$ cat config.mk
export PLATFORM = sky130hd
export DESIGN_NAME = sha1_hash_engine_core
export DESIGN_NICKNAME = d
export VERILOG_FILES = /design/src/hw/rtl/sha1_pkg.sv /design/src/hw/rtl/sha1_hash_engine_core.sv /design/src/hw/rtl/sha1_window.sv /design/src/hw/rtl/sha1_round.sv
export SDC_FILE = /design/constraint.sdc
export NUM_CORES = 2
export LEC_CHECK = 0
export BUFFER_PORTS_ARGS = -buffer_cell sky130_fd_sc_hd__buf_2
export CAP_MARGIN = 10
export CORE_MARGIN = 4
export CORE_UTILIZATION = 55
export CTS_CLUSTER_SIZE = 28
export DETAILED_ROUTE_END_ITERATION = 16
export PLACE_DENSITY = 0.81
export SYNTH_ARGS = -nofsm -noshare
export SYNTH_HDL_FRONTEND = slang
export SYNTH_HIERARCHICAL = 1
export SYNTH_SLANG_ARGS = --single-unit
$ cat constraint.sdc
create_clock -name clk -period 7.6 [get_ports clk]
set_clock_uncertainty 0.05 [all_clocks]
set_input_delay 0 -clock clk [delete_from_list [all_inputs] [get_ports clk]]
set_output_delay 0 -clock clk [all_outputs]
set_load 0.02 [all_outputs]
$ cat src/hw/rtl/sha1_pkg.sv
// SHA-1 engine package: shared types, constants and helper functions.
// Used by sha1_window, sha1_round and sha1_hash_engine_core. No dependencies.
`timescale 1ns / 1ps

package sha1_pkg;

    localparam int DIGEST_N = 5;

    localparam logic [6:0]  LAST_ROUND  = 7'd79;
    localparam logic [3:0]  LEN_HI_SLOT = 4'd14;
    localparam logic [3:0]  LAST_SLOT   = 4'd15;
    localparam logic [2:0]  LAST_INDEX  = 3'd4;
    localparam logic [2:0]  FULL_BYTES  = 3'd4;
    localparam logic [31:0] MARKER_WORD = 32'h8000_0000;

    typedef enum logic [2:0] {
        ST_IDLE,
        ST_PAD,
        ST_ROUND,
        ST_ADD,
        ST_OUT
    } state_t;

    // Padding progress of the current message
    typedef enum logic [2:0] {
        PH_IDLE,
        PH_MARK,
        PH_ZERO,
        PH_LEN,
        PH_DONE
    } pad_t;

    typedef struct packed {
        logic [31:0] a;
        logic [31:0] b;
        logic [31:0] c;
        logic [31:0] d;
        logic [31:0] e;
    } work_t;

    // Window control: push loads a message word, step expands one schedule word
    typedef struct packed {
        logic push;
        logic step;
    } win_ctrl_t;

    function automatic logic [31:0] iv_word(input logic [2:0] idx);
        logic [31:0] v;
        case (idx)
            3'd0:    v = 32'h6745_2301;
            3'd1:    v = 32'hEFCD_AB89;
            3'd2:    v = 32'h98BA_DCFE;
            3'd3:    v = 32'h1032_5476;
            default: v = 32'hC3D2_E1F0;
        endcase
        return v;
    endfunction

    function automatic logic [31:0] rotl(input logic [31:0] x, input int n);
        return (x << n) | (x >> (32 - n));
    endfunction

endpackage

$ cat src/hw/rtl/sha1_hash_engine_core.sv
// SHA-1 hash engine top level: stream ports, sequencer, chaining words, padding.
// Depends on sha1_pkg, sha1_window and sha1_round.
// Operation: a message word is taken while idle; every sixteenth word (message or
// padding) starts a compression that holds the block busy for 80 passes of the
// shared round unit, then one chaining add. After the last word, padding pushes
// one word per cycle between compressions, one or two compressions follow,
// then five digest requests leave one per cycle while m_axis_tready is high.
// Reset (rst_n low, asynchronous) loads the initial chaining value and idles.
`timescale 1ns / 1ps

module sha1_hash_engine_core
    import sha1_pkg::*;
(
    input  logic        clk,
    input  logic        rst_n,
    // Message requests
    input  logic        s_axis_tvalid,
    output logic        s_axis_tready,
    input  logic [31:0] s_axis_tdata,   // [31:0] message_word
    input  logic [2:0]  s_axis_tuser,   // [2:0] bytes_valid
    input  logic        s_axis_tlast,   // is_last
    // Digest requests
    output logic        m_axis_tvalid,
    input  logic        m_axis_tready,
    output logic [31:0] m_axis_tdata,   // [31:0] digest_word
    output logic [2:0]  m_axis_tuser,   // [2:0] word_index
    output logic        m_axis_tlast    // final_word
);

    state_t      state_reg, state_next;
    pad_t        pad_reg, pad_next;
    logic [3:0]  slot_reg, slot_next;
    logic [6:0]  round_reg, round_next;
    logic [2:0]  idx_reg, idx_next;
    logic [63:0] bits_reg, bits_next;
    logic [31:0] chain_reg [DIGEST_N];
    logic [31:0] chain_next [DIGEST_N];
    work_t       work_reg, work_next;

    win_ctrl_t   win_ctrl;
    logic [31:0] push_data;
    logic [31:0] sched_word;
    work_t       round_out;
    logic        in_acc;
    logic        out_acc;
    logic [2:0]  nb_sat;
    logic [31:0] keep_mask;

    sha1_window u_window (
        .clk       (clk),
        .ctrl      (win_ctrl),
        .push_word (push_data),
        .cur_word  (sched_word)
    );

    sha1_round u_round (
        .cur        (work_reg),
        .sched_word (sched_word),
        .round      (round_reg),
        .nxt        (round_out)
    );

    assign s_axis_tready = (state_reg == ST_IDLE);
    assign in_acc        = s_axis_tvalid && s_axis_tready;
    assign m_axis_tvalid = (state_reg == ST_OUT);
    assign out_acc       = m_axis_tvalid && m_axis_tready;
    assign m_axis_tuser  = idx_reg;
    assign m_axis_tlast  = (idx_reg == LAST_INDEX);

    always_comb
    begin
        case (idx_reg)
            3'd0:    m_axis_tdata = chain_reg[0];
            3'd1:    m_axis_tdata = chain_reg[1];
            3'd2:    m_axis_tdata = chain_reg[2];
            3'd3:    m_axis_tdata = chain_reg[3];
            default: m_axis_tdata = chain_reg[4];
        endcase
    end

    // Saturate the byte count and build the mask of valid leading bytes
    always_comb
    begin
        nb_sat = (s_axis_tuser > FULL_BYTES) ? FULL_BYTES : s_axis_tuser;
        case (nb_sat)
            3'd0:    keep_mask = 32'h0000_0000;
            3'd1:    keep_mask = 32'hFF00_0000;
            3'd2:    keep_mask = 32'hFFFF_0000;
            3'd3:    keep_mask = 32'hFFFF_FF00;
            default: keep_mask = 32'hFFFF_FFFF;
        endcase
    end

    always_comb
    begin
        state_next = state_reg;
        pad_next   = pad_reg;
        slot_next  = slot_reg;
        round_next = round_reg;
        idx_next   = idx_reg;
        bits_next  = bits_reg;
        work_next  = work_reg;
        for (int i = 0; i < DIGEST_N; i++)
        begin
            chain_next[i] = chain_reg[i];
        end
        win_ctrl  = '0;
        push_data = '0;

        case (state_reg)
            ST_IDLE:
            begin
                if (in_acc)
                begin
                    win_ctrl.push = 1'b1;
                    if (!s_axis_tlast)
                    begin
                        // Short words that are not last count as full
                        push_data = s_axis_tdata;
                        bits_next = bits_reg + 64'd32;
                    end
                    else
                    begin
                        bits_next  = bits_reg + {58'd0, nb_sat, 3'b000};
                        state_next = ST_PAD;
                        if (nb_sat == FULL_BYTES)
                        begin
                            // Full last word: marker goes into the next word
                            push_data = s_axis_tdata;
                            pad_next  = PH_MARK;
                        end
                        else
                        begin
                            push_data = (s_axis_tdata & keep_mask) |
                                        (MARKER_WORD >> {nb_sat, 3'b000});
                            pad_next  = PH_ZERO;
                        end
                    end
                end
            end
            ST_PAD:
            begin
                win_ctrl.push = 1'b1;
                case (pad_reg)
                    PH_MARK:
                    begin
                        push_data = MARKER_WORD;
                        pad_next  = PH_ZERO;
                    end
                    PH_ZERO:
                    begin
                        if (slot_reg == LEN_HI_SLOT)
                        begin
                            push_data = bits_reg[63:32];
                            pad_next  = PH_LEN;
                        end
                    end
                    PH_LEN:
                    begin
                        push_data = bits_reg[31:0];
                        pad_next  = PH_DONE;
                    end
                    default:
                    begin
                        win_ctrl.push = 1'b0;
                    end
                endcase
            end
            ST_ROUND:
            begin
                // One pass of the shared round unit, advance the window
                win_ctrl.step = 1'b1;
                work_next     = round_out;
                round_next    = round_reg + 7'd1;
                if (round_reg == LAST_ROUND)
                begin
                    round_next = '0;
                    state_next = ST_ADD;
                end
            end
            ST_ADD:
            begin
                chain_next[0] = chain_reg[0] + work_reg.a;
                chain_next[1] = chain_reg[1] + work_reg.b;
                chain_next[2] = chain_reg[2] + work_reg.c;
                chain_next[3] = chain_reg[3] + work_reg.d;
                chain_next[4] = chain_reg[4] + work_reg.e;
                case (pad_reg)
                    PH_IDLE: state_next = ST_IDLE;
                    PH_DONE: state_next = ST_OUT;
                    default: state_next = ST_PAD;
                endcase
            end
            ST_OUT:
            begin
                if (out_acc)
                begin
                    idx_next = idx_reg + 3'd1;
                    if (idx_reg == LAST_INDEX)
                    begin
                        // Reinitialise for the next message
                        idx_next   = '0;
                        bits_next  = '0;
                        pad_next   = PH_IDLE;
                        state_next = ST_IDLE;
                        for (int i = 0; i < DIGEST_N; i++)
                        begin
                            chain_next[i] = iv_word(3'(i));
                        end
                    end
                end
            end
            default:
            begin
                state_next = ST_IDLE;
            end
        endcase

        // A push that fills the window starts a compression
        if (win_ctrl.push)
        begin
            slot_next = slot_reg + 4'd1;
            if (slot_reg == LAST_SLOT)
            begin
                state_next = ST_ROUND;
                round_next = '0;
                work_next  = '{a: chain_reg[0], b: chain_reg[1], c: chain_reg[2],
                               d: chain_reg[3], e: chain_reg[4]};
            end
        end
    end

    always_ff @(posedge clk or negedge rst_n)
    begin
        if (!rst_n)
        begin
            state_reg <= ST_IDLE;
            pad_reg   <= PH_IDLE;
            slot_reg  <= '0;
            round_reg <= '0;
            idx_reg   <= '0;
            bits_reg  <= '0;
            for (int i = 0; i < DIGEST_N; i++)
            begin
                chain_reg[i] <= iv_word(3'(i));
            end
        end
        else
        begin
            state_reg <= state_next;
            pad_reg   <= pad_next;
            slot_reg  <= slot_next;
            round_reg <= round_next;
            idx_reg   <= idx_next;
            bits_reg  <= bits_next;
            for (int i = 0; i < DIGEST_N; i++)
            begin
                chain_reg[i] <= chain_next[i];
            end
        end
    end

    // Working variables carry no reset
    always_ff @(posedge clk)
    begin
        work_reg <= work_next;
    end

`ifndef SYNTH
    a_idle_round_zero: assert property (@(posedge clk) disable iff (!rst_n)
        s_axis_tready |-> (round_reg == '0))
        else $error("round counter not cleared while taking requests");

    a_out_slot_zero: assert property (@(posedge clk) disable iff (!rst_n)
        m_axis_tvalid |-> (slot_reg == '0) && (pad_reg == PH_DONE))
        else $error("digest offered with a partial block or padding pending");

    a_last_round_add: assert property (@(posedge clk) disable iff (!rst_n)
        (state_reg == ST_ROUND) && (round_reg == LAST_ROUND) |=> (state_reg == ST_ADD))
        else $error("chaining add did not follow the last round");

    a_digest_done_idle: assert property (@(posedge clk) disable iff (!rst_n)
        m_axis_tvalid && m_axis_tready && m_axis_tlast |=>
            s_axis_tready && (bits_reg == '0))
        else $error("engine not reinitialised after the final digest word");
`endif

endmodule

$ cat src/hw/rtl/sha1_window.sv
// SHA-1 sixteen-word schedule window as a shift line with expansion taps.
// Depends on sha1_pkg.
`timescale 1ns / 1ps

module sha1_window
    import sha1_pkg::*;
(
    input  logic        clk,
    input  win_ctrl_t   ctrl,
    input  logic [31:0] push_word,
    output logic [31:0] cur_word
);

    logic [31:0] win_reg [16];
    logic [31:0] expanded;
    logic [31:0] shift_in;

    // Oldest word sits at place 0; W[t+16] from places 13, 8, 2 and 0
    assign expanded = rotl(win_reg[13] ^ win_reg[8] ^ win_reg[2] ^ win_reg[0], 1);
    assign shift_in = ctrl.push ? push_word : expanded;
    assign cur_word = win_reg[0];

    always_ff @(posedge clk)
    begin
        if (ctrl.push || ctrl.step)
        begin
            for (int i = 0; i < 15; i++)
            begin
                win_reg[i] <= win_reg[i + 1];
            end
            win_reg[15] <= shift_in;
        end
    end

endmodule

$ cat src/hw/rtl/sha1_round.sv
// SHA-1 round unit: one round of the compression, shared over all 80 rounds.
// Depends on sha1_pkg.
`timescale 1ns / 1ps

module sha1_round
    import sha1_pkg::*;
(
    input  work_t       cur,
    input  logic [31:0] sched_word,
    input  logic [6:0]  round,
    output work_t       nxt
);

    logic [31:0] fv;
    logic [31:0] kv;

    always_comb
    begin
        if (round < 7'd20)
        begin
            fv = (cur.b & cur.c) | (~cur.b & cur.d);
            kv = 32'h5A82_7999;
        end
        else if (round < 7'd40)
        begin
            fv = cur.b ^ cur.c ^ cur.d;
            kv = 32'h6ED9_EBA1;
        end
        else if (round < 7'd60)
        begin
            fv = (cur.b & cur.c) | (cur.b & cur.d) | (cur.c & cur.d);
            kv = 32'h8F1B_BCDC;
        end
        else
        begin
            fv = cur.b ^ cur.c ^ cur.d;
            kv = 32'hCA62_C1D6;
        end
        nxt.a = rotl(cur.a, 5) + fv + cur.e + sched_word + kv;
        nxt.b = cur.a;
        nxt.c = rotl(cur.b, 30);
        nxt.d = cur.c;
        nxt.e = cur.d;
    end

endmodule
### Word-level counts from Yosys, hierarchy flattened

Memories as Yosys holds them, arrays and structs flattened.
Index checks and enable logic that the tools add are counted.

* add/sub/neg operators: 14
* order comparisons: 4
* eq/ne operators: 25
* shift operators: 1
* muxes and demuxes: 55
* bitwise logic cells: 18
* reductions and logical operators: 15

Operators with widths (count)
* 160-bit two-way mux: 5
* 32-bit two-way mux: 10
* 160-bit case mux with 2 select lines: 1
* 32-bit adder: 9
* 64-bit two-way mux: 4
* 32-bit case mux with 4 select lines: 2
* 32-bit AND: 5
* 32-bit bitwise XOR: 5
* 32-bit OR: 4
* 64-bit case mux with 2 select lines: 1
* 32-bit case mux with 3 select lines: 1
* 64-bit by 6-bit adder with 64-bit output: 1
* 64-bit by 6-bit adder with 64-bit output (second input constant): 1
* 32-bit case mux with 2 select lines: 1
* 3-bit two-way mux: 14
* 32-bit NOT: 1
* 32-bit by 1-bit OR with 32-bit output: 1
* 32-bit by 30-bit OR with 32-bit output: 1
* 32-bit by 5-bit OR with 32-bit output: 1
* 32-bit by 6-bit right shift with 32-bit output (first input constant): 1
* 31-bit two-way mux: 1
* 7-bit two-way mux: 4
* 3-bit by 2-bit == test with 1-bit output (second input constant): 8
* 3-bit case mux with 3 select lines: 2
* other kinds (28): 48

* register bits: 404
* RAM bits: 512
* output and inout bits: 38
* memories kept: 1

Memory list
* u_window.win_reg: depth 16, bits a word 32, rd ports 16, clocked after Yosys merged registers in 0, write ports 16, line sha1_window.sv:14 `logic [31:0] win_reg [16];`

### Depth between registers and ports, before layout

* depth after elaboration: 13
* depth in mapped cells: 24
* gate-level depth less buffers: 23

### Cells and area by module

Netlist, hierarchy kept.

By module, submodules not included
* sha1_hash_engine_core: times used 1, cells each 3169, area each 25450.7 um^2, seq. area each 9334.0 um^2
* sha1_window: times used 1, cells each 712, area each 16844.9 um^2, seq. area each 15374.7 um^2
* sha1_round: times used 1, cells each 797, area each 6656.4 um^2, seq. area each 0.0 um^2

### Worst setup path after synthesis

OpenSTA, ideal clock, no wires.

* kind: register -> register
* from: reg state_reg[2]
* to: mem u_window.win_reg[0][0], enable pin
* data arrival time: 7.998 ns
* data required time: 6.883 ns
* setup slack: -1.115 ns
* cell stages (with the launch flop): 7
* cell sequence: dfrtp_1 > buf_2 > nor3_1 > nand2_1 > nand2_1 > buf_4 > or2_2

RTL lines
* start, declared: line sha1_hash_engine_core.sv:30 `state_t state_reg, state_next;`
* start signal, assigned: line sha1_hash_engine_core.sv:250 `state_reg <= state_next;`
* end, declared: line sha1_window.sv:14

==> reports/results.ini <==
[clock_network]
clock_path_buffers = 3
cts-htree-levels = 3
cts_sinks = 913
cts_root_buffer = clkbuf_16
cts_made_buffers = 93
clk_pin_slew_worst_paths_ns = 0.06
worstSkewPairLatency_ns = 0.68
postCtsResizedCells = 0
cts_tree = built

[die]
fp.coreArea_um2 = 88370
io_pins = 78
dieArea_um2 = 93840
rows = 109
die_x_um = 306.3
dieHeight_um = 306.3
start_util = 0.5539

[placed_design]
dpl.hpwl_mm = 86.07
port_buffers = 77
routabilityCongestion = 0.9364
place_area_um2 = 49250
pre_cts_ws_ns = 1.129

[worst_setup_path]
cp.required_ns = 8.11
ff2ff_path_depth = 23
critical_path.endpoint_type = register
crit_arrival_ns = 7.10
r2r-start = round_reg[4]
crit_path_cell_trace = a41oi_1 -> nand2_1 -> nand2_1 -> clkinv_1 -> buf_4 -> a221oi_1 -> fa_1 -> inv_1 -> fa_1 -> inv_1 -> fa_1 -> inv_1 -> ha_1 -> a21oi_2 -> nand2_2 -> a221oi_4 -> a2bb2oi_2 -> a21oi_2 -> o41ai_2 -> or4b_1 -> o311ai_1 -> nand2_1 -> a31oi_1
slowest_delay_ns = 0.62
cp_max_fo = 11
criticalPathCategory = reg -> reg
ff2ff_setup_slack_ns = 1.02
rr_endpoint = work_reg[156]
cp-start-kind = register
crit_path_top_delay_cell = a41oi_1

[sta]
fin_crit_sh = 0.8663
slew_violations = 0
fin_ws_ns = 1.016
post-route-min-period_ns = 6.584
worst_slew_pin_slew_ns = 1.157
max_freq_mhz = 151.9
hold_viol_final = 0
setup_tns_ns = 0
max-slew-margin-rel = 0.2287
setup_viol = 0
grt_setup_unrepaired = false

[route]
ant_nets = 0
finalWirelength_mm = 126.5
vias = 35520
drc = 0
first_pass_iters = 6
avgViaCountPerCell = 6.090
wl_per_cell_um = 21.69
dr.first_iter.drc_count = 3961

[grt]
grt_usage = 0.2662
grt_pass1_wl_mm = 198.4
grt_pass1_vias = 34840
antenna_found_initial = 0
overflow = 0
grt_max_degree = 229

[final_layout]
nets = 4957
drive_gt1_frac = 0.08914
filler_cell_count = 6965
post-route-cell-area_um2 = 52760
area_growth_syn_to_layout_pct = 7.778
largest_reg_flops = 512
diodes = 0

[logic_synthesis]
syn-instance-count = 4678
seq_area_frac_synth = 0.5048
ys_types = 100
synth_warnings = 6
syn_nets = 5048
ys_seq_elements = 913
syn_avg_cell_area_um2 = 10.46
async_flop_share = 0.2640
synthFlopType = edfxtp_1
syn_area_um2 = 48950
synth_edf_count = 512

[outcome]
outcome = completed

[hold_path]
hold_class = in -> async

[flow_run]
drv_cap = 0

==> critical path, delay by kind of cell, from the launching register on <==
family / cells / cell delay, ns
AND/OR/NAND/NOR: 5 / 1.00
adder cells (fa/ha/maj): 4 / 1.57
flip-flops: 1 / 0.49
AO/OA/AOI/OAI: 9 / 2.50
buffers and inverters: 5 / 0.87
==> cell usage after synthesis (all sizes together) (80+ instances only) <==
| cell | number | share of area |
|---|---|---|
| nor2 | 448 | 0.035 |
| a22oi | 97 | 0.015 |
| dfrtp | 161 | 0.082 |
| o21ai | 231 | 0.025 |
| fa | 126 | 0.052 |
| xnor2 | 196 | 0.035 |
| buf | 175 | 0.026 |
| xor2 | 114 | 0.020 |
| ha | 204 | 0.052 |
| clkbuf | 171 | 0.013 |
| edfxtp | 512 | 0.31 |
| dfxtp | 160 | 0.065 |
| dfstp | 80 | 0.043 |
| a21o | 82 | 0.013 |
| a21oi | 240 | 0.025 |
| a31oi | 213 | 0.027 |
| nand2 | 592 | 0.045 |
| inv | 270 | 0.021 |
==> through the flow <==
step / hold slack, ns / utilization / std cells
2_1_floorplan: -0.3456 / - / 4678
3_3_place_gp: -0.07788 / 0.5573 / 5615
3_5_place_dp: -0.08576 / 0.5573 / 5615
4_1_cts: 0.0002324 / 0.5970 / 5832
5_1_grt: 0.04857 / 0.5970 / 5832
6_report: 0.02734 / 0.5970 / 5832
==> metal layers <==
layer,GRT usage,part of all wire,vias up
li1,-,-,16180
met1,0.3768,0.42,17310
met2,0.4186,0.45,1704
met3,0.03951,0.085,324
met4,0.1029,0.040,0
met5,0,0,-
==> repair_timing <==
item                      CTS  global route
setup buffers               0             0
hold endpoints to repair  167             0
hold buffers               42             0
==> kinds of logic after synthesis <==
| kind of cell | synth area share |
|---|---|
| mux | 0.008205 |
| compound gates | 0.1460 |
| xor+xnor | 0.05546 |
| flops | 0.5048 |
| fa+ha+maj | 0.1037 |
| simple gates | 0.1214 |
| buf+inv | 0.06045 |
==> cell type report <==
cell class | instances | area (µm²) | share of cell area
flip-flops and latches | 913 | 24710 | 0.4683
multi-input cells | 3147 | 21320 | 0.4042
clock buffers | 124 | 2514 | 0.04764
well taps | 1165 | 1458 | 0.02763
repair buffers | 160 | 1171 | 0.02220
inverters | 272 | 1023 | 0.01940
clock inverters | 51 | 561.8 | 0.01065
==> how the worst max path moves through the flow <==
| stage | startpoint | end | slack, ns | cells past startpoint |
|---|---|---|---|---|
| after global routing | round_reg[4] | work_reg[157] | 0.60 | 22 |
| after detailed placement | round_reg[4] | work_reg[156] | 1.13 | 23 |
| after CTS | round_reg[4] | work_reg[156] | 1.07 | 22 |
| after global placement | round_reg[4] | work_reg[156] | 1.33 | 23 |
| final | round_reg[4] | work_reg[156] | 1.02 | 23 |
| after floorplan | state_reg[2] | u_window/win_reg[0][0] | 1.48 | 6 |
==> placed cells by master, fill, tap and decap left out, types with 13 or more instances in the layout <==
cell,synthesis,final
xnor2_1,196,196
buf_2,7,76
a211oi_1,15,15
edfxtp_1,512,512
clkbuf_1,171,24
dfrtp_1,161,161
nor2b_1,42,39
clkbuf_16,0,93
and3_1,31,31
nand2b_1,26,26
o21bai_1,23,23
ha_1,204,204
a22oi_1,97,96
nand2_1,591,589
a31oi_1,213,213
or3_1,19,19
o21ai_0,191,191
a21oi_1,236,236
fa_1,126,126
nand3_1,60,60
a21o_1,82,82
xor2_1,114,114
buf_4,166,38
nor3_1,61,61
nand4_1,29,29
inv_1,269,269
o21a_1,26,26
nor2_1,447,446
dfxtp_1,160,160
clkinv_2,0,13
dlygate4sd3_1,0,41
mux2i_1,39,39
a221oi_1,22,22
o21ai_2,15,15
o21ai_1,25,25
dfstp_2,80,80
Power is left out: the tool's default activity adds up to more than one toggle a clock period on the data nets, which glitch-free logic cannot reach.
